## src/design/maf_pkg.sv

```systemverilog
// shared types, constants and the multiply program of the attitude filter
`default_nettype none

package maf_pkg;

    localparam int MW = 36;   // multiplier operand width, signed
    localparam int AW = 66;   // accumulator width, signed
    localparam int RW = 31;   // root and quotient width
    localparam int XW = 62;   // radicand / dividend width

    localparam logic signed [31:0] Q30_ONE = 32'sh4000_0000;

    localparam logic [5:0] PC_ERR  = 6'd0;
    localparam logic [5:0] PC_INT  = 6'd12;
    localparam logic [5:0] PC_PROP = 6'd18;
    localparam logic [5:0] PC_RATE = 6'd21;
    localparam logic [5:0] PC_SUM  = 6'd40;

    localparam logic [1:0] CFG_KP = 2'd0;
    localparam logic [1:0] CFG_KI = 2'd1;
    localparam logic [1:0] CFG_DT = 2'd2;

    typedef enum logic [4:0] {
        SRC_QW, SRC_QX, SRC_QY, SRC_QZ,
        SRC_AN0, SRC_AN1, SRC_AN2,
        SRC_HV0, SRC_HV1, SRC_HV2,
        SRC_ERR0, SRC_ERR1, SRC_ERR2,
        SRC_KP, SRC_KI, SRC_DT, SRC_TMP,
        SRC_RATE0, SRC_RATE1, SRC_RATE2,
        SRC_H0, SRC_H1, SRC_H2,
        SRC_ONE16,
        SRC_MAG0, SRC_MAG1, SRC_MAG2, SRC_MAG3
    } t_src;

    typedef enum logic [4:0] {
        DST_NONE,
        DST_HV0, DST_HV1, DST_HV2,
        DST_ERR0, DST_ERR1, DST_ERR2,
        DST_TMP,
        DST_INT0, DST_INT1, DST_INT2,
        DST_P0, DST_P1, DST_P2,
        DST_H0, DST_H1, DST_H2,
        DST_NQ0, DST_NQ1, DST_NQ2, DST_NQ3,
        DST_SUM
    } t_dst;

    typedef enum logic [3:0] {
        ST_IDLE, ST_NABS, ST_NSHIFT, ST_NSCALE, ST_NSQRT, ST_NSQRT_WAIT,
        ST_NDIV, ST_NDIV_WAIT, ST_MAC, ST_DRAIN, ST_FINISH
    } t_state;

    // one product term; a term with a destination closes its sum
    typedef struct packed {
        t_src a;
        t_src b;
        logic neg;
        t_dst dst;
    } t_uop;

    typedef struct packed {
        logic                 valid;
        logic signed [MW-1:0] a;
        logic signed [MW-1:0] b;
        logic                 neg;
        t_dst                 dst;
    } t_mac_req;

    typedef struct packed {
        logic                 valid;
        t_dst                 dst;
        logic signed [AW-1:0] acc;
    } t_mac_res;

    typedef struct packed {
        logic          start;
        logic          sqrt;
        logic [XW-1:0] x;
        logic [RW-1:0] div;
    } t_rd_req;

    typedef struct packed {
        logic          done;
        logic [RW-1:0] res;
    } t_rd_res;

    function automatic t_uop mk(input t_src a, input t_src b, input logic neg,
                                input t_dst dst);
        t_uop u;
        u.a   = a;
        u.b   = b;
        u.neg = neg;
        u.dst = dst;
        return u;
    endfunction

    function automatic t_uop maf_ucode(input logic [5:0] pc);
        t_uop u;
        case (pc)
            // gravity half vector
            6'd0:  u = mk(SRC_QX, SRC_QZ, 1'b0, DST_NONE);
            6'd1:  u = mk(SRC_QW, SRC_QY, 1'b1, DST_HV0);
            6'd2:  u = mk(SRC_QW, SRC_QX, 1'b0, DST_NONE);
            6'd3:  u = mk(SRC_QY, SRC_QZ, 1'b0, DST_HV1);
            6'd4:  u = mk(SRC_QW, SRC_QW, 1'b0, DST_NONE);
            6'd5:  u = mk(SRC_QZ, SRC_QZ, 1'b0, DST_HV2);
            // cross product error
            6'd6:  u = mk(SRC_AN1, SRC_HV2, 1'b0, DST_NONE);
            6'd7:  u = mk(SRC_AN2, SRC_HV1, 1'b1, DST_ERR0);
            6'd8:  u = mk(SRC_AN2, SRC_HV0, 1'b0, DST_NONE);
            6'd9:  u = mk(SRC_AN0, SRC_HV2, 1'b1, DST_ERR1);
            6'd10: u = mk(SRC_AN0, SRC_HV1, 1'b0, DST_NONE);
            6'd11: u = mk(SRC_AN1, SRC_HV0, 1'b1, DST_ERR2);
            // integral terms
            6'd12: u = mk(SRC_KI, SRC_ERR0, 1'b0, DST_TMP);
            6'd13: u = mk(SRC_TMP, SRC_DT, 1'b0, DST_INT0);
            6'd14: u = mk(SRC_KI, SRC_ERR1, 1'b0, DST_TMP);
            6'd15: u = mk(SRC_TMP, SRC_DT, 1'b0, DST_INT1);
            6'd16: u = mk(SRC_KI, SRC_ERR2, 1'b0, DST_TMP);
            6'd17: u = mk(SRC_TMP, SRC_DT, 1'b0, DST_INT2);
            // proportional terms
            6'd18: u = mk(SRC_KP, SRC_ERR0, 1'b0, DST_P0);
            6'd19: u = mk(SRC_KP, SRC_ERR1, 1'b0, DST_P1);
            6'd20: u = mk(SRC_KP, SRC_ERR2, 1'b0, DST_P2);
            // half-angle increments
            6'd21: u = mk(SRC_RATE0, SRC_DT, 1'b0, DST_H0);
            6'd22: u = mk(SRC_RATE1, SRC_DT, 1'b0, DST_H1);
            6'd23: u = mk(SRC_RATE2, SRC_DT, 1'b0, DST_H2);
            // quaternion update
            6'd24: u = mk(SRC_QW, SRC_ONE16, 1'b0, DST_NONE);
            6'd25: u = mk(SRC_QX, SRC_H0, 1'b1, DST_NONE);
            6'd26: u = mk(SRC_QY, SRC_H1, 1'b1, DST_NONE);
            6'd27: u = mk(SRC_QZ, SRC_H2, 1'b1, DST_NQ0);
            6'd28: u = mk(SRC_QX, SRC_ONE16, 1'b0, DST_NONE);
            6'd29: u = mk(SRC_QW, SRC_H0, 1'b0, DST_NONE);
            6'd30: u = mk(SRC_QY, SRC_H2, 1'b0, DST_NONE);
            6'd31: u = mk(SRC_QZ, SRC_H1, 1'b1, DST_NQ1);
            6'd32: u = mk(SRC_QY, SRC_ONE16, 1'b0, DST_NONE);
            6'd33: u = mk(SRC_QW, SRC_H1, 1'b0, DST_NONE);
            6'd34: u = mk(SRC_QX, SRC_H2, 1'b1, DST_NONE);
            6'd35: u = mk(SRC_QZ, SRC_H0, 1'b0, DST_NQ2);
            6'd36: u = mk(SRC_QZ, SRC_ONE16, 1'b0, DST_NONE);
            6'd37: u = mk(SRC_QW, SRC_H2, 1'b0, DST_NONE);
            6'd38: u = mk(SRC_QX, SRC_H1, 1'b0, DST_NONE);
            6'd39: u = mk(SRC_QY, SRC_H0, 1'b1, DST_NQ3);
            // sum of squares for normalisation
            6'd40: u = mk(SRC_MAG0, SRC_MAG0, 1'b0, DST_NONE);
            6'd41: u = mk(SRC_MAG1, SRC_MAG1, 1'b0, DST_NONE);
            6'd42: u = mk(SRC_MAG2, SRC_MAG2, 1'b0, DST_NONE);
            6'd43: u = mk(SRC_MAG3, SRC_MAG3, 1'b0, DST_SUM);
            default: u = mk(SRC_MAG3, SRC_MAG3, 1'b0, DST_SUM);
        endcase
        return u;
    endfunction

    function automatic logic signed [31:0] sat32(input logic signed [35:0] v);
        logic signed [31:0] r;
        if (v > 36'sd2147483647) begin
            r = 32'sh7fff_ffff;
        end else if (v < -36'sd2147483648) begin
            r = 32'sh8000_0000;
        end else begin
            r = v[31:0];
        end
        return r;
    endfunction

endpackage

`default_nettype wire

```

## src/design/maf_rootdiv.sv

```systemverilog
// bit-serial square root and divider sharing one compare and subtract
`default_nettype none

module maf_rootdiv
    import maf_pkg::*;
(
    input  wire logic    i_clk,
    input  wire logic    i_rst_n,
    input  wire t_rd_req i_req,
    output t_rd_res      o_res
);

    logic          r_busy;
    logic          r_done;
    logic [4:0]    r_cnt;
    logic          r_sqrt;
    logic [33:0]   r_rem;
    logic [RW-1:0] r_res;
    logic [XW-1:0] r_x;
    logic [RW-1:0] r_div;
    logic [33:0]   w_sh;
    logic [33:0]   w_trial;
    logic          w_ge;

    // sqrt brings down two radicand bits a step, divide one
    assign w_sh    = r_sqrt ? {r_rem[31:0], r_x[XW-1:XW-2]} : {r_rem[32:0], r_x[XW-1]};
    assign w_trial = r_sqrt ? {1'b0, r_res, 2'b01} : {3'b000, r_div};
    assign w_ge    = (w_sh >= w_trial);

    always_ff @(posedge i_clk) begin
        if (i_req.start) begin
            r_sqrt <= i_req.sqrt;
            r_div  <= i_req.div;
            r_res  <= '0;
            r_cnt  <= '0;
            if (i_req.sqrt) begin
                r_rem <= '0;
                r_x   <= i_req.x;
            end else begin
                r_rem <= {3'b000, i_req.x[XW-1:RW]};
                r_x   <= {i_req.x[RW-1:0], {(XW-RW){1'b0}}};
            end
        end else if (r_busy) begin
            r_rem <= w_ge ? (w_sh - w_trial) : w_sh;
            r_res <= {r_res[RW-2:0], w_ge};
            r_x   <= r_sqrt ? {r_x[XW-3:0], 2'b00} : {r_x[XW-2:0], 1'b0};
            r_cnt <= r_cnt + 5'd1;
        end
        if (!i_rst_n) begin
            r_busy <= 1'b0;
            r_done <= 1'b0;
        end else begin
            r_done <= r_busy && !i_req.start && (r_cnt == 5'(RW - 1));
            if (i_req.start) begin
                r_busy <= 1'b1;
            end else if (r_busy && (r_cnt == 5'(RW - 1))) begin
                r_busy <= 1'b0;
            end
        end
    end

    assign o_res.done = r_done;
    assign o_res.res  = r_res;

endmodule

`default_nettype wire
```

## config.mk

```make
export PLATFORM = sky130hd
export DESIGN_NAME = maf_rootdiv
export DESIGN_NICKNAME = d
export VERILOG_FILES = /design/src/design/maf_pkg.sv /design/src/design/maf_rootdiv.sv
export SDC_FILE = /design/constraint.sdc
export NUM_CORES = 1
export LEC_CHECK = 0
export BUFFER_PORTS_ARGS = -buffer_cell sky130_fd_sc_hd__buf_2
export CORE_MARGIN = 10
export CORE_UTILIZATION = 45
export CTS_BUF_LIST = sky130_fd_sc_hd__clkbuf_8
export CTS_CLUSTER_SIZE = 12
export DETAILED_ROUTE_END_ITERATION = 12
export PLACE_DENSITY_LB_ADDON = 0.12
export SLEW_MARGIN = 10
export SYNTH_ARGS = -nofsm -noshare
export SYNTH_HDL_FRONTEND = slang
export SYNTH_SLANG_ARGS = --single-unit
```

## constraint.sdc

```tcl
create_clock -name i_clk -period 13.3 [get_ports i_clk]
set_input_delay 1.995 -clock i_clk [delete_from_list [all_inputs] [get_ports i_clk]]
set_output_delay 1.995 -clock i_clk [all_outputs]
set_load 0.02 [all_outputs]
```

==> metrics.yaml <==
slowest_delay_ps: 740
clock.fmax_mhz: 221
ios: 129
grt_pass1_wl_mm: 42.1
dpl.cell_count: 1321
worstPathMaxFanout: 66
start_kind: "flip-flop"
core_um2: 22000
cpMostUsedCell: "buf_4"
fin_cells: 1352
clkLatencyLatePin_ps: 480
htreeDepth: 4
cpMaxStageDelayCell: "buf_4"
r2r-start: "r_sqrt$_DFFE_PP_"
synth.top_cells.by_count: "mux2i_1 (140), edfxtp_1 (127), a21oi_1 (77)"
synth.most_common_cell: "mux2i_1"
synth_top_area_frac: 0.375
yosys.area.top_type: "edfxtp_1"
startpoint: "r_sqrt$_DFFE_PP_"
setup_ws_ps: 8770
status: "finished, final reports clean"
ys_warn_count: 0
fill_cells: 2039
die_w_um: 170
drc: 0
drv_cap: 0
synth_cell_types: 62
cts_tree: "built"
clk_pin_slew_ps: 90
slew-limit-headroom: 0.353
min_period_over_period: 0.340
drive_above_1_share: 0.203
worst_hold_path_type: "reg2reg"
rows: 54
hold_buffers: 0
num-nets-final: 1193
rr_endpoint: "r_rem[28]$_DFFE_PP_"
tns_ps: 0
wl_per_cell_um: 20.0
finalSetupViolations: 0
cts.sinks: 165
path_class: "reg2reg"
ant_nets: 0
async_flop_share: 0
final-hold-violation-count: 0
p_leak_nw: 4.66
die_h_um: 170
drt_iter0_drc: 540
grt_util_met1: 0.246
antenna_cells: 0
pwr_density_cell_nw_per_um2: 189
ctsRootBufferMaster: "clkbuf_8"
syn-num-nets: 1106
synth_cells: 973
gp_congestion: 0.936
grt_busiest_layer: "met2"
synthTopCellsByArea: "edfxtp_1 (38%), mux2i_1 (14%), dfxtp_1 (7.5%)"
routed_wl_mm: 27.0
rsz0062_at_grt: "false"
cts_resized: 0
cp.arrival_ps: 4760
dr_total_vias: 7656
synth_flop_cell: "edfxtp_1"
dp_hpwl_mm: 19.4
period_minus_slack_ps: 4530
antenna_found_initial: 0
grt_max_degree: 88
cts_made_buffers: 17
start_util: 0.461
first_pass_iters: 5
grtUsageMet2: 0.294
drv_slew: 0
fin_worst_skew_ps: 17.1
mappedNetlistArea_um2: 10200
synth_edf_count: 127
tightest_slew_ps: 970
grt-ovfl-total: 0
cts_max_path_buffers: 2
r2r_setup_slack_ps: 8770
cp-end-kind: "flip-flop"
ys_seq_area_frac: 0.450
synth_area_per_cell_um2: 10.4
post-place-ws_ps: 8820
grt_pass1_vias: 7542
cts_setup_buffers: 0
synthToLayoutAreaGrowth_pct: 11.5
cp_cell_sequence: "buf_4 > mux2_2 > ha_1 > nand4_1 > or4_1 > nor3_1 > a211o_1 > a211oi_2 > o31ai_4 > buf_4 > o21ai_0 > a31o_1"
use_met3: 0.0379
die_area_um2: 29000
required_ps: 13530
synth_seq_cells: 165
via_per_inst: 5.66
endpoint: "r_rem[28]$_DFFE_PP_"
grt_usage: 0.184
r2r_cells: 12
port_buffers: 128
ir_worst_vdd_v: 0.0000978
## critical path, delay by kind of cell (launching register included)
family          cells  cell delay (ps)
mux                 1              440
buf+inv             2             1300
compound gates      5              690
flops               1              350
fa+ha+maj           1              460
simple gates        3              990
## worst min path at each step
stage | from | to | slack [ps] | cells past startpoint
finish | r_cnt[4]$_SDFFE_PP0P_ | r_cnt[4]$_SDFFE_PP0P_ | 520 | 2
global route | r_cnt[4]$_SDFFE_PP0P_ | r_cnt[4]$_SDFFE_PP0P_ | 540 | 2
CTS | r_cnt[4]$_SDFFE_PP0P_ | r_cnt[4]$_SDFFE_PP0P_ | 530 | 2
detailed placement | r_cnt[4]$_SDFFE_PP0P_ | r_cnt[4]$_SDFFE_PP0P_ | 510 | 2
global placement | r_cnt[4]$_SDFFE_PP0P_ | r_cnt[4]$_SDFFE_PP0P_ | 490 | 2
floorplan | r_cnt[4]$_SDFFE_PP0P_ | r_cnt[4]$_SDFFE_PP0P_ | 480 | 2
## through the flow
step                instance area, um2  power (mW)  hold WS (ps)   util
finish                           11300        2.14           525  0.514
global route                     11300        2.28           542  0.514
CTS                              11300        2.15           531  0.514
detailed placement               10900        1.76           510  0.496
global placement                 10900        1.75           494  0.496
floorplan                        10200        1.54           479      -
## cell families after synthesis
logic type	synth area share
AOI/OAI and AO/OA	0.150
adders and majority gates	0.0451
DFF	0.450
and+or+nand+nor	0.115
buffers and inverters	0.0371
muxes	0.173
xor gates and xnor gates	0.0293
## power breakdown
group          internal [mW]  switching (mW)
sequential             0.666          0.0409
clock                  0.184           0.204
combinational          0.455           0.595
total                   1.30           0.840
## layout make-up
cell class	count	area [um2]	area share
Clock inverter	14	163	0.0144
Sequential cell	165	4580	0.404
Timing Repair Buffer	139	729	0.0644
Multi-Input combinational cell	723	5230	0.461
Tap cell	280	350	0.0309
Clock buffer	17	234	0.0207
Inverter	14	52.6	0.00464
## layer usage
metal,share of wire,up-vias
met3,0.046,25
met5,0,-
met4,0.015,0
met1,0.46,3641
li1,-,3802
met2,0.47,188
## registers in the layout (all words and copies together) (netlist names)
signal	count
r_rem	33
r_res	31
r_cnt	5
r_sqrt	1
r_done	1
r_div	31
r_x	62
r_busy	1
## cells in the final DEF, fill, tap and decap left out, types with 11 or more instances in the layout
master	netlist	final
nor2_1	74	73
a21o_1	14	14
dfxtp_1	38	37
nor2b_1	37	37
buf_2	7	127
nand3_1	15	15
a21oi_1	77	77
xnor2_1	29	29
edfxtp_1	127	127
a211oi_1	36	36
o21ai_0	50	50
ha_1	35	35
mux2i_1	140	140
nand2_1	70	70
buf_4	1	11
clkbuf_8	0	17
nand4_1	12	12
mux2_2	32	32
inv_1	12	14
No activity file was read; power rests on OpenSTA's default activity.
