==> src/design/maf_pkg.sv <==
// shared types, constants and the multiply program of the attitude filter
`default_nettype none

package maf_pkg;

    localparam int MW = 36;   // multiplier operand width, signed
    localparam int AW = 66;   // accumulator width, signed
    localparam int RW = 31;   // root and quotient width
    localparam int XW = 62;   // radicand / dividend width

    localparam logic signed [31:0] Q30_ONE = 32'sh4000_0000;

    localparam logic [5:0] PC_ERR  = 6'd0;
    localparam logic [5:0] PC_INT  = 6'd12;
    localparam logic [5:0] PC_PROP = 6'd18;
    localparam logic [5:0] PC_RATE = 6'd21;
    localparam logic [5:0] PC_SUM  = 6'd40;

    localparam logic [1:0] CFG_KP = 2'd0;
    localparam logic [1:0] CFG_KI = 2'd1;
    localparam logic [1:0] CFG_DT = 2'd2;

    typedef enum logic [4:0] {
        SRC_QW, SRC_QX, SRC_QY, SRC_QZ,
        SRC_AN0, SRC_AN1, SRC_AN2,
        SRC_HV0, SRC_HV1, SRC_HV2,
        SRC_ERR0, SRC_ERR1, SRC_ERR2,
        SRC_KP, SRC_KI, SRC_DT, SRC_TMP,
        SRC_RATE0, SRC_RATE1, SRC_RATE2,
        SRC_H0, SRC_H1, SRC_H2,
        SRC_ONE16,
        SRC_MAG0, SRC_MAG1, SRC_MAG2, SRC_MAG3
    } t_src;

    typedef enum logic [4:0] {
        DST_NONE,
        DST_HV0, DST_HV1, DST_HV2,
        DST_ERR0, DST_ERR1, DST_ERR2,
        DST_TMP,
        DST_INT0, DST_INT1, DST_INT2,
        DST_P0, DST_P1, DST_P2,
        DST_H0, DST_H1, DST_H2,
        DST_NQ0, DST_NQ1, DST_NQ2, DST_NQ3,
        DST_SUM
    } t_dst;

    typedef enum logic [3:0] {
        ST_IDLE, ST_NABS, ST_NSHIFT, ST_NSCALE, ST_NSQRT, ST_NSQRT_WAIT,
        ST_NDIV, ST_NDIV_WAIT, ST_MAC, ST_DRAIN, ST_FINISH
    } t_state;

    // one product term; a term with a destination closes its sum
    typedef struct packed {
        t_src a;
        t_src b;
        logic neg;
        t_dst dst;
    } t_uop;

    typedef struct packed {
        logic                 valid;
        logic signed [MW-1:0] a;
        logic signed [MW-1:0] b;
        logic                 neg;
        t_dst                 dst;
    } t_mac_req;

    typedef struct packed {
        logic                 valid;
        t_dst                 dst;
        logic signed [AW-1:0] acc;
    } t_mac_res;

    typedef struct packed {
        logic          start;
        logic          sqrt;
        logic [XW-1:0] x;
        logic [RW-1:0] div;
    } t_rd_req;

    typedef struct packed {
        logic          done;
        logic [RW-1:0] res;
    } t_rd_res;

    function automatic t_uop mk(input t_src a, input t_src b, input logic neg,
                                input t_dst dst);
        t_uop u;
        u.a   = a;
        u.b   = b;
        u.neg = neg;
        u.dst = dst;
        return u;
    endfunction

    function automatic t_uop maf_ucode(input logic [5:0] pc);
        t_uop u;
        case (pc)
            // gravity half vector
            6'd0:  u = mk(SRC_QX, SRC_QZ, 1'b0, DST_NONE);
            6'd1:  u = mk(SRC_QW, SRC_QY, 1'b1, DST_HV0);
            6'd2:  u = mk(SRC_QW, SRC_QX, 1'b0, DST_NONE);
            6'd3:  u = mk(SRC_QY, SRC_QZ, 1'b0, DST_HV1);
            6'd4:  u = mk(SRC_QW, SRC_QW, 1'b0, DST_NONE);
            6'd5:  u = mk(SRC_QZ, SRC_QZ, 1'b0, DST_HV2);
            // cross product error
            6'd6:  u = mk(SRC_AN1, SRC_HV2, 1'b0, DST_NONE);
            6'd7:  u = mk(SRC_AN2, SRC_HV1, 1'b1, DST_ERR0);
            6'd8:  u = mk(SRC_AN2, SRC_HV0, 1'b0, DST_NONE);
            6'd9:  u = mk(SRC_AN0, SRC_HV2, 1'b1, DST_ERR1);
            6'd10: u = mk(SRC_AN0, SRC_HV1, 1'b0, DST_NONE);
            6'd11: u = mk(SRC_AN1, SRC_HV0, 1'b1, DST_ERR2);
            // integral terms
            6'd12: u = mk(SRC_KI, SRC_ERR0, 1'b0, DST_TMP);
            6'd13: u = mk(SRC_TMP, SRC_DT, 1'b0, DST_INT0);
            6'd14: u = mk(SRC_KI, SRC_ERR1, 1'b0, DST_TMP);
            6'd15: u = mk(SRC_TMP, SRC_DT, 1'b0, DST_INT1);
            6'd16: u = mk(SRC_KI, SRC_ERR2, 1'b0, DST_TMP);
            6'd17: u = mk(SRC_TMP, SRC_DT, 1'b0, DST_INT2);
            // proportional terms
            6'd18: u = mk(SRC_KP, SRC_ERR0, 1'b0, DST_P0);
            6'd19: u = mk(SRC_KP, SRC_ERR1, 1'b0, DST_P1);
            6'd20: u = mk(SRC_KP, SRC_ERR2, 1'b0, DST_P2);
            // half-angle increments
            6'd21: u = mk(SRC_RATE0, SRC_DT, 1'b0, DST_H0);
            6'd22: u = mk(SRC_RATE1, SRC_DT, 1'b0, DST_H1);
            6'd23: u = mk(SRC_RATE2, SRC_DT, 1'b0, DST_H2);
            // quaternion update
            6'd24: u = mk(SRC_QW, SRC_ONE16, 1'b0, DST_NONE);
            6'd25: u = mk(SRC_QX, SRC_H0, 1'b1, DST_NONE);
            6'd26: u = mk(SRC_QY, SRC_H1, 1'b1, DST_NONE);
            6'd27: u = mk(SRC_QZ, SRC_H2, 1'b1, DST_NQ0);
            6'd28: u = mk(SRC_QX, SRC_ONE16, 1'b0, DST_NONE);
            6'd29: u = mk(SRC_QW, SRC_H0, 1'b0, DST_NONE);
            6'd30: u = mk(SRC_QY, SRC_H2, 1'b0, DST_NONE);
            6'd31: u = mk(SRC_QZ, SRC_H1, 1'b1, DST_NQ1);
            6'd32: u = mk(SRC_QY, SRC_ONE16, 1'b0, DST_NONE);
            6'd33: u = mk(SRC_QW, SRC_H1, 1'b0, DST_NONE);
            6'd34: u = mk(SRC_QX, SRC_H2, 1'b1, DST_NONE);
            6'd35: u = mk(SRC_QZ, SRC_H0, 1'b0, DST_NQ2);
            6'd36: u = mk(SRC_QZ, SRC_ONE16, 1'b0, DST_NONE);
            6'd37: u = mk(SRC_QW, SRC_H2, 1'b0, DST_NONE);
            6'd38: u = mk(SRC_QX, SRC_H1, 1'b0, DST_NONE);
            6'd39: u = mk(SRC_QY, SRC_H0, 1'b1, DST_NQ3);
            // sum of squares for normalisation
            6'd40: u = mk(SRC_MAG0, SRC_MAG0, 1'b0, DST_NONE);
            6'd41: u = mk(SRC_MAG1, SRC_MAG1, 1'b0, DST_NONE);
            6'd42: u = mk(SRC_MAG2, SRC_MAG2, 1'b0, DST_NONE);
            6'd43: u = mk(SRC_MAG3, SRC_MAG3, 1'b0, DST_SUM);
            default: u = mk(SRC_MAG3, SRC_MAG3, 1'b0, DST_SUM);
        endcase
        return u;
    endfunction

    function automatic logic signed [31:0] sat32(input logic signed [35:0] v);
        logic signed [31:0] r;
        if (v > 36'sd2147483647) begin
            r = 32'sh7fff_ffff;
        end else if (v < -36'sd2147483648) begin
            r = 32'sh8000_0000;
        end else begin
            r = v[31:0];
        end
        return r;
    endfunction

endpackage

`default_nettype wire

==> src/design/maf_mac.sv <==
// shared multiply-accumulate unit, product register then accumulator
`default_nettype none

module maf_mac
    import maf_pkg::*;
(
    input  wire logic     i_clk,
    input  wire logic     i_rst_n,
    input  wire t_mac_req i_req,
    output t_mac_res      o_res
);

    logic signed [2*MW-1:0] w_full;
    logic signed [AW-1:0]   r_prod;
    logic                   r_v1;
    logic                   r_neg;
    t_dst                   r_dst;
    logic signed [AW-1:0]   r_acc;
    logic                   r_fresh;
    logic                   r_out_valid;
    t_dst                   r_out_dst;
    logic signed [AW-1:0]   w_term;

    assign w_full = i_req.a * i_req.b;
    assign w_term = r_neg ? -r_prod : r_prod;

    always_ff @(posedge i_clk) begin
        r_prod <= w_full[AW-1:0];
        r_neg  <= i_req.neg;
        r_dst  <= i_req.dst;
        if (r_v1) begin
            r_acc <= r_fresh ? w_term : r_acc + w_term;
        end
        r_out_dst <= r_dst;
        if (!i_rst_n) begin
            r_v1        <= 1'b0;
            r_fresh     <= 1'b1;
            r_out_valid <= 1'b0;
        end else begin
            r_v1        <= i_req.valid;
            r_out_valid <= r_v1 && (r_dst != DST_NONE);
            if (r_v1) begin
                r_fresh <= (r_dst != DST_NONE);
            end
        end
    end

    assign o_res.valid = r_out_valid;
    assign o_res.dst   = r_out_dst;
    assign o_res.acc   = r_acc;

endmodule

`default_nettype wire

==> config.mk <==
export PLATFORM = sky130hd
export DESIGN_NAME = maf_mac
export DESIGN_NICKNAME = d
export VERILOG_FILES = /design/src/design/maf_pkg.sv /design/src/design/maf_mac.sv
export SDC_FILE = /design/constraint.sdc
export NUM_CORES = 2
export LEC_CHECK = 0
export ABC_AREA = 1
export BUFFER_PORTS_ARGS = -buffer_cell sky130_fd_sc_hd__buf_2
export CORE_MARGIN = 4
export CORE_UTILIZATION = 50
export CTS_CLUSTER_SIZE = 16
export DETAILED_ROUTE_END_ITERATION = 7
export PLACE_DENSITY = 0.73
export SLEW_MARGIN = 30
export SYNTH_ARGS = -nofsm -noshare
export SYNTH_HDL_FRONTEND = slang
export SYNTH_SLANG_ARGS = --single-unit
==> constraint.sdc <==
create_clock -name i_clk -period 20.6 [get_ports i_clk]
set_clock_uncertainty 0.2 [all_clocks]
set_input_delay 3.09 -clock i_clk [delete_from_list [all_inputs] [get_ports i_clk]]
set_output_delay 3.09 -clock i_clk [all_outputs]
set_load 0.02 [all_outputs]
==> metrics.txt <==
outcome complete, no violations; via count of the first global-routing pass 51,348; TritonCTS Sinks roughly 150; sort of element at the end of the critical path register; main area contributors after synthesis sky130_fd_sc_hd__fa_1 (45%), sky130_fd_sc_hd__inv_1 (14%), sky130_fd_sc_hd__nand2_1 (13%); area share of fa/ha/maj cells after synthesis slightly above 50%; crit path max fanout 36; post-synth top area cell sky130_fd_sc_hd__fa_1; number of antenna violations at the first check in global routing 4; area share of the leading cell type in the synthesized netlist between 40% and 50%; Synth Flop Type sky130_fd_sc_hd__dfxtp_1; share of synthesized registers carrying an async set or reset 0%; number of max-capacitance violations reported 0; clock buffer count from CTS 17; Via density 5.37; area enclosed by the die boundary between 0.1 and 0.15 sq mm; slew of the pin with the lowest slew margin between 1 and 1.5 ns; number of placed instances with taps included ~8,900; CTS tree built; maximum number of buffers from clock root to sink 2; cell count after synthesis approximately 7,500; nets slightly above 9,000; Final Non-Filler Cells between 8,000 and 9,000; number of design rule violations left after detail routing 0; insertion delay of the later-clocked pin in the worst-skew pair 0.46 ns; final number of setup-violating endpoints 0; worst hold slack across all endpoints ~0.14 ns; Max Slew Vio Count 0; required time of the critical path about 21 ns; area fraction in compound gates after synthesis roughly 4.3%; vias after detailed routing around 48,000; Synth Net Count between 9,000 and 10,000; die extent in x about 350 microns; kind of critical path in2reg; Fin Setup TNS 0 ns; PostCTS Resize Cnt 0; total length of routed wires about 180,000 microns; Max Clk Rate just over 0.09 GHz; Port Buf Inserts approximately 150; Wirelength per Cell between 20 and 25 microns; DRC marker count from the first detailed-route iteration about 4,500; Netlist Area Pre-Place roughly 0.057 sq mm; post-synthesis sequential element count 146; hpwl dp approximately 150,000 microns; worst hold-check path type reg2reg; total overflow reported by the global router 0; worst rel slew slack approximately 28%; number of unique standard cell types used by synthesis slightly below 60; largest net degree at the start of global routing 82; placed inst area slightly below 0.06 sq mm; count of nets left with antenna violations after detail routing 0; xor and xnor fraction of the mapped netlist area ~2.2%; number of setup buffers added after CTS 0; part of the Yosys area used for sequential elements roughly 6.2%; final hold violation count 0; Worst Setup Start Kind input pin; layout overhead on the synthesized area 4.16%; RSZ-0062 raised after global routing no; multiplexer share of the synthesized area 0%; Site Rows ~120; TritonRoute pass-1 iters 8; number of enable-type register cells in the synthesized netlist 66; Final min period around 11 ns; top-level port count 153; layout cells sized above 1 between 4 and 5%; die height 347 microns; final worst path period share between 50% and 60%; clock tree root driver cell sky130_fd_sc_hd__clkbuf_16; wire length of the first global-routing pass slightly below 300,000 microns; effective utilization at floorplan roughly half; number of synthesis warnings 0; commonest non-fill, non-tap cell in the layout sky130_fd_sc_hd__inv_1; largest family of logic cells by synthesized area adder cells; most used cells in the layout excluding fill and tap cells sky130_fd_sc_hd__inv_1 (2,124), sky130_fd_sc_hd__nand2_1 (1,967), sky130_fd_sc_hd__fa_1 (1,303); crit path DAT 10.92 ns; simple-gate share of the synthesized area between 10% and 20%; global placement routability congestion around 1.0; Core ar. between 0.1 and 0.15 sq mm; CTS clock-pin slew for the worst setup and hold paths roughly 0.070 ns; design area about 0.060 sq mm; CTS Hold Bufs 0; number of levels the H-tree was split into 4; Post-Synthesis Mean Instance Area approximately 7.6 sq um; Total Routing Usage GR between 30% and 40%
==> area by class of cell <==
class                           count  area, sq um
Fill cell                       10671        53400
Tap cell                         1500         1880
Antenna cell                        2         5.00
Inverter                         2142         8040
Sequential cell                   146         3590
Clock inverter                     12         93.8
Clock buffer                       20          447
Timing Repair Buffer              197         1140
Multi-Input combinational cell   4924        44500
==> path summary, 6_finish.rpt <==
kind	from	end	slack, ns	cells past startpoint
max	i_req[6]	r_prod[54]$_DFF_P_	9.84	25
max reg2reg	r_prod[0]$_DFF_P_	r_acc[61]$_DFFE_PP_	15.88	22
min	r_dst[3]$_DFF_P_	r_out_dst[3]$_DFF_P_	0.14	0
min reg2reg	r_dst[3]$_DFF_P_	r_out_dst[3]$_DFF_P_	0.14	0
==> worst max-delay path, stage by stage <==
cell	delay [ns]
sky130_fd_sc_hd__buf_2	0.69
sky130_fd_sc_hd__nand2_1	0.21
sky130_fd_sc_hd__inv_1	0.18
sky130_fd_sc_hd__fa_1	0.54
sky130_fd_sc_hd__fa_1	0.67
sky130_fd_sc_hd__fa_1	0.81
sky130_fd_sc_hd__inv_1	0.27
sky130_fd_sc_hd__fa_1	0.54
sky130_fd_sc_hd__inv_1	0.05
sky130_fd_sc_hd__fa_1	0.48
sky130_fd_sc_hd__fa_1	0.52
sky130_fd_sc_hd__fa_1	0.49
sky130_fd_sc_hd__inv_1	0.05
sky130_fd_sc_hd__fa_1	0.48
sky130_fd_sc_hd__inv_1	0.05
sky130_fd_sc_hd__ha_1	0.42
sky130_fd_sc_hd__nand2_1	0.15
sky130_fd_sc_hd__nor2_1	0.16
sky130_fd_sc_hd__inv_1	0.07
sky130_fd_sc_hd__nor2_1	0.13
sky130_fd_sc_hd__inv_1	0.09
sky130_fd_sc_hd__nor2_1	0.19
sky130_fd_sc_hd__nand4_1	0.14
sky130_fd_sc_hd__nand3_1	0.16
sky130_fd_sc_hd__xor2_1	0.24
==> cell usage after synthesis (9+ instances only) <==
| cell | count |
|---|---|
| sky130_fd_sc_hd__edfxtp_1 | 66 |
| sky130_fd_sc_hd__nand2_2 | 25 |
| sky130_fd_sc_hd__inv_2 | 16 |
| sky130_fd_sc_hd__a21o_1 | 11 |
| sky130_fd_sc_hd__o21ai_0 | 121 |
| sky130_fd_sc_hd__a21oi_2 | 10 |
| sky130_fd_sc_hd__buf_2 | 11 |
| sky130_fd_sc_hd__nor4_1 | 11 |
| sky130_fd_sc_hd__nand3b_1 | 16 |
| sky130_fd_sc_hd__nand2_1 | 1967 |
| sky130_fd_sc_hd__or2_1 | 10 |
| sky130_fd_sc_hd__o21bai_1 | 24 |
| sky130_fd_sc_hd__xnor2_1 | 37 |
| sky130_fd_sc_hd__a31oi_1 | 10 |
| sky130_fd_sc_hd__or2_2 | 15 |
| sky130_fd_sc_hd__o211ai_1 | 11 |
| sky130_fd_sc_hd__nor2_2 | 23 |
| sky130_fd_sc_hd__dfxtp_1 | 80 |
| sky130_fd_sc_hd__nand3_2 | 9 |
| sky130_fd_sc_hd__nor3_1 | 31 |
| sky130_fd_sc_hd__xor2_1 | 104 |
| sky130_fd_sc_hd__inv_1 | 2124 |
| sky130_fd_sc_hd__nor2_1 | 425 |
| sky130_fd_sc_hd__fa_1 | 1303 |
| sky130_fd_sc_hd__o21a_1 | 12 |
| sky130_fd_sc_hd__nand3_1 | 174 |
| sky130_fd_sc_hd__clkbuf_1 | 291 |
| sky130_fd_sc_hd__ha_1 | 278 |
| sky130_fd_sc_hd__o21ai_1 | 21 |
| sky130_fd_sc_hd__nand4_1 | 33 |
| sky130_fd_sc_hd__a21oi_1 | 187 |
==> cell families after synthesis <==
logic type | count (synthesis)
xor gates and xnor gates | 142
DFF | 146
AOI/OAI and AO/OA | 429
buffers and inverters | 2452
adders and majority gates | 1581
and+or+nand+nor | 2772
==> registers in the layout, summed over array words and instances, names as in the netlist <==
signal,cells
r_acc,66
r_v1,1
r_dst,5
r_out_dst,5
r_out_valid,1
r_prod,66
r_neg,1
r_fresh,1
==> per-stage QoR <==
step	setup WS [ns]	utilization [%]
finish	9.84	52.8
global route	9.54	52.8
CTS	9.90	52.8
detailed placement	9.41	52.3
global placement	9.51	52.3
floorplan	10.62	-
==> per-layer routing <==
metal	part of all wire, %	routed length (microns)	vias to the layer above	global-route usage (%)
met4	3.8	6920	4	10.3
met2	45	82400	2756	49.7
li1	-	-	21167	-
met1	40	72500	23622	42.3
met5	0.015	27	-	0
met3	11	20700	432	6.67
Power is left out: the tool's default activity adds up to more than one toggle a clock period on the data nets, which glitch-free logic cannot reach.
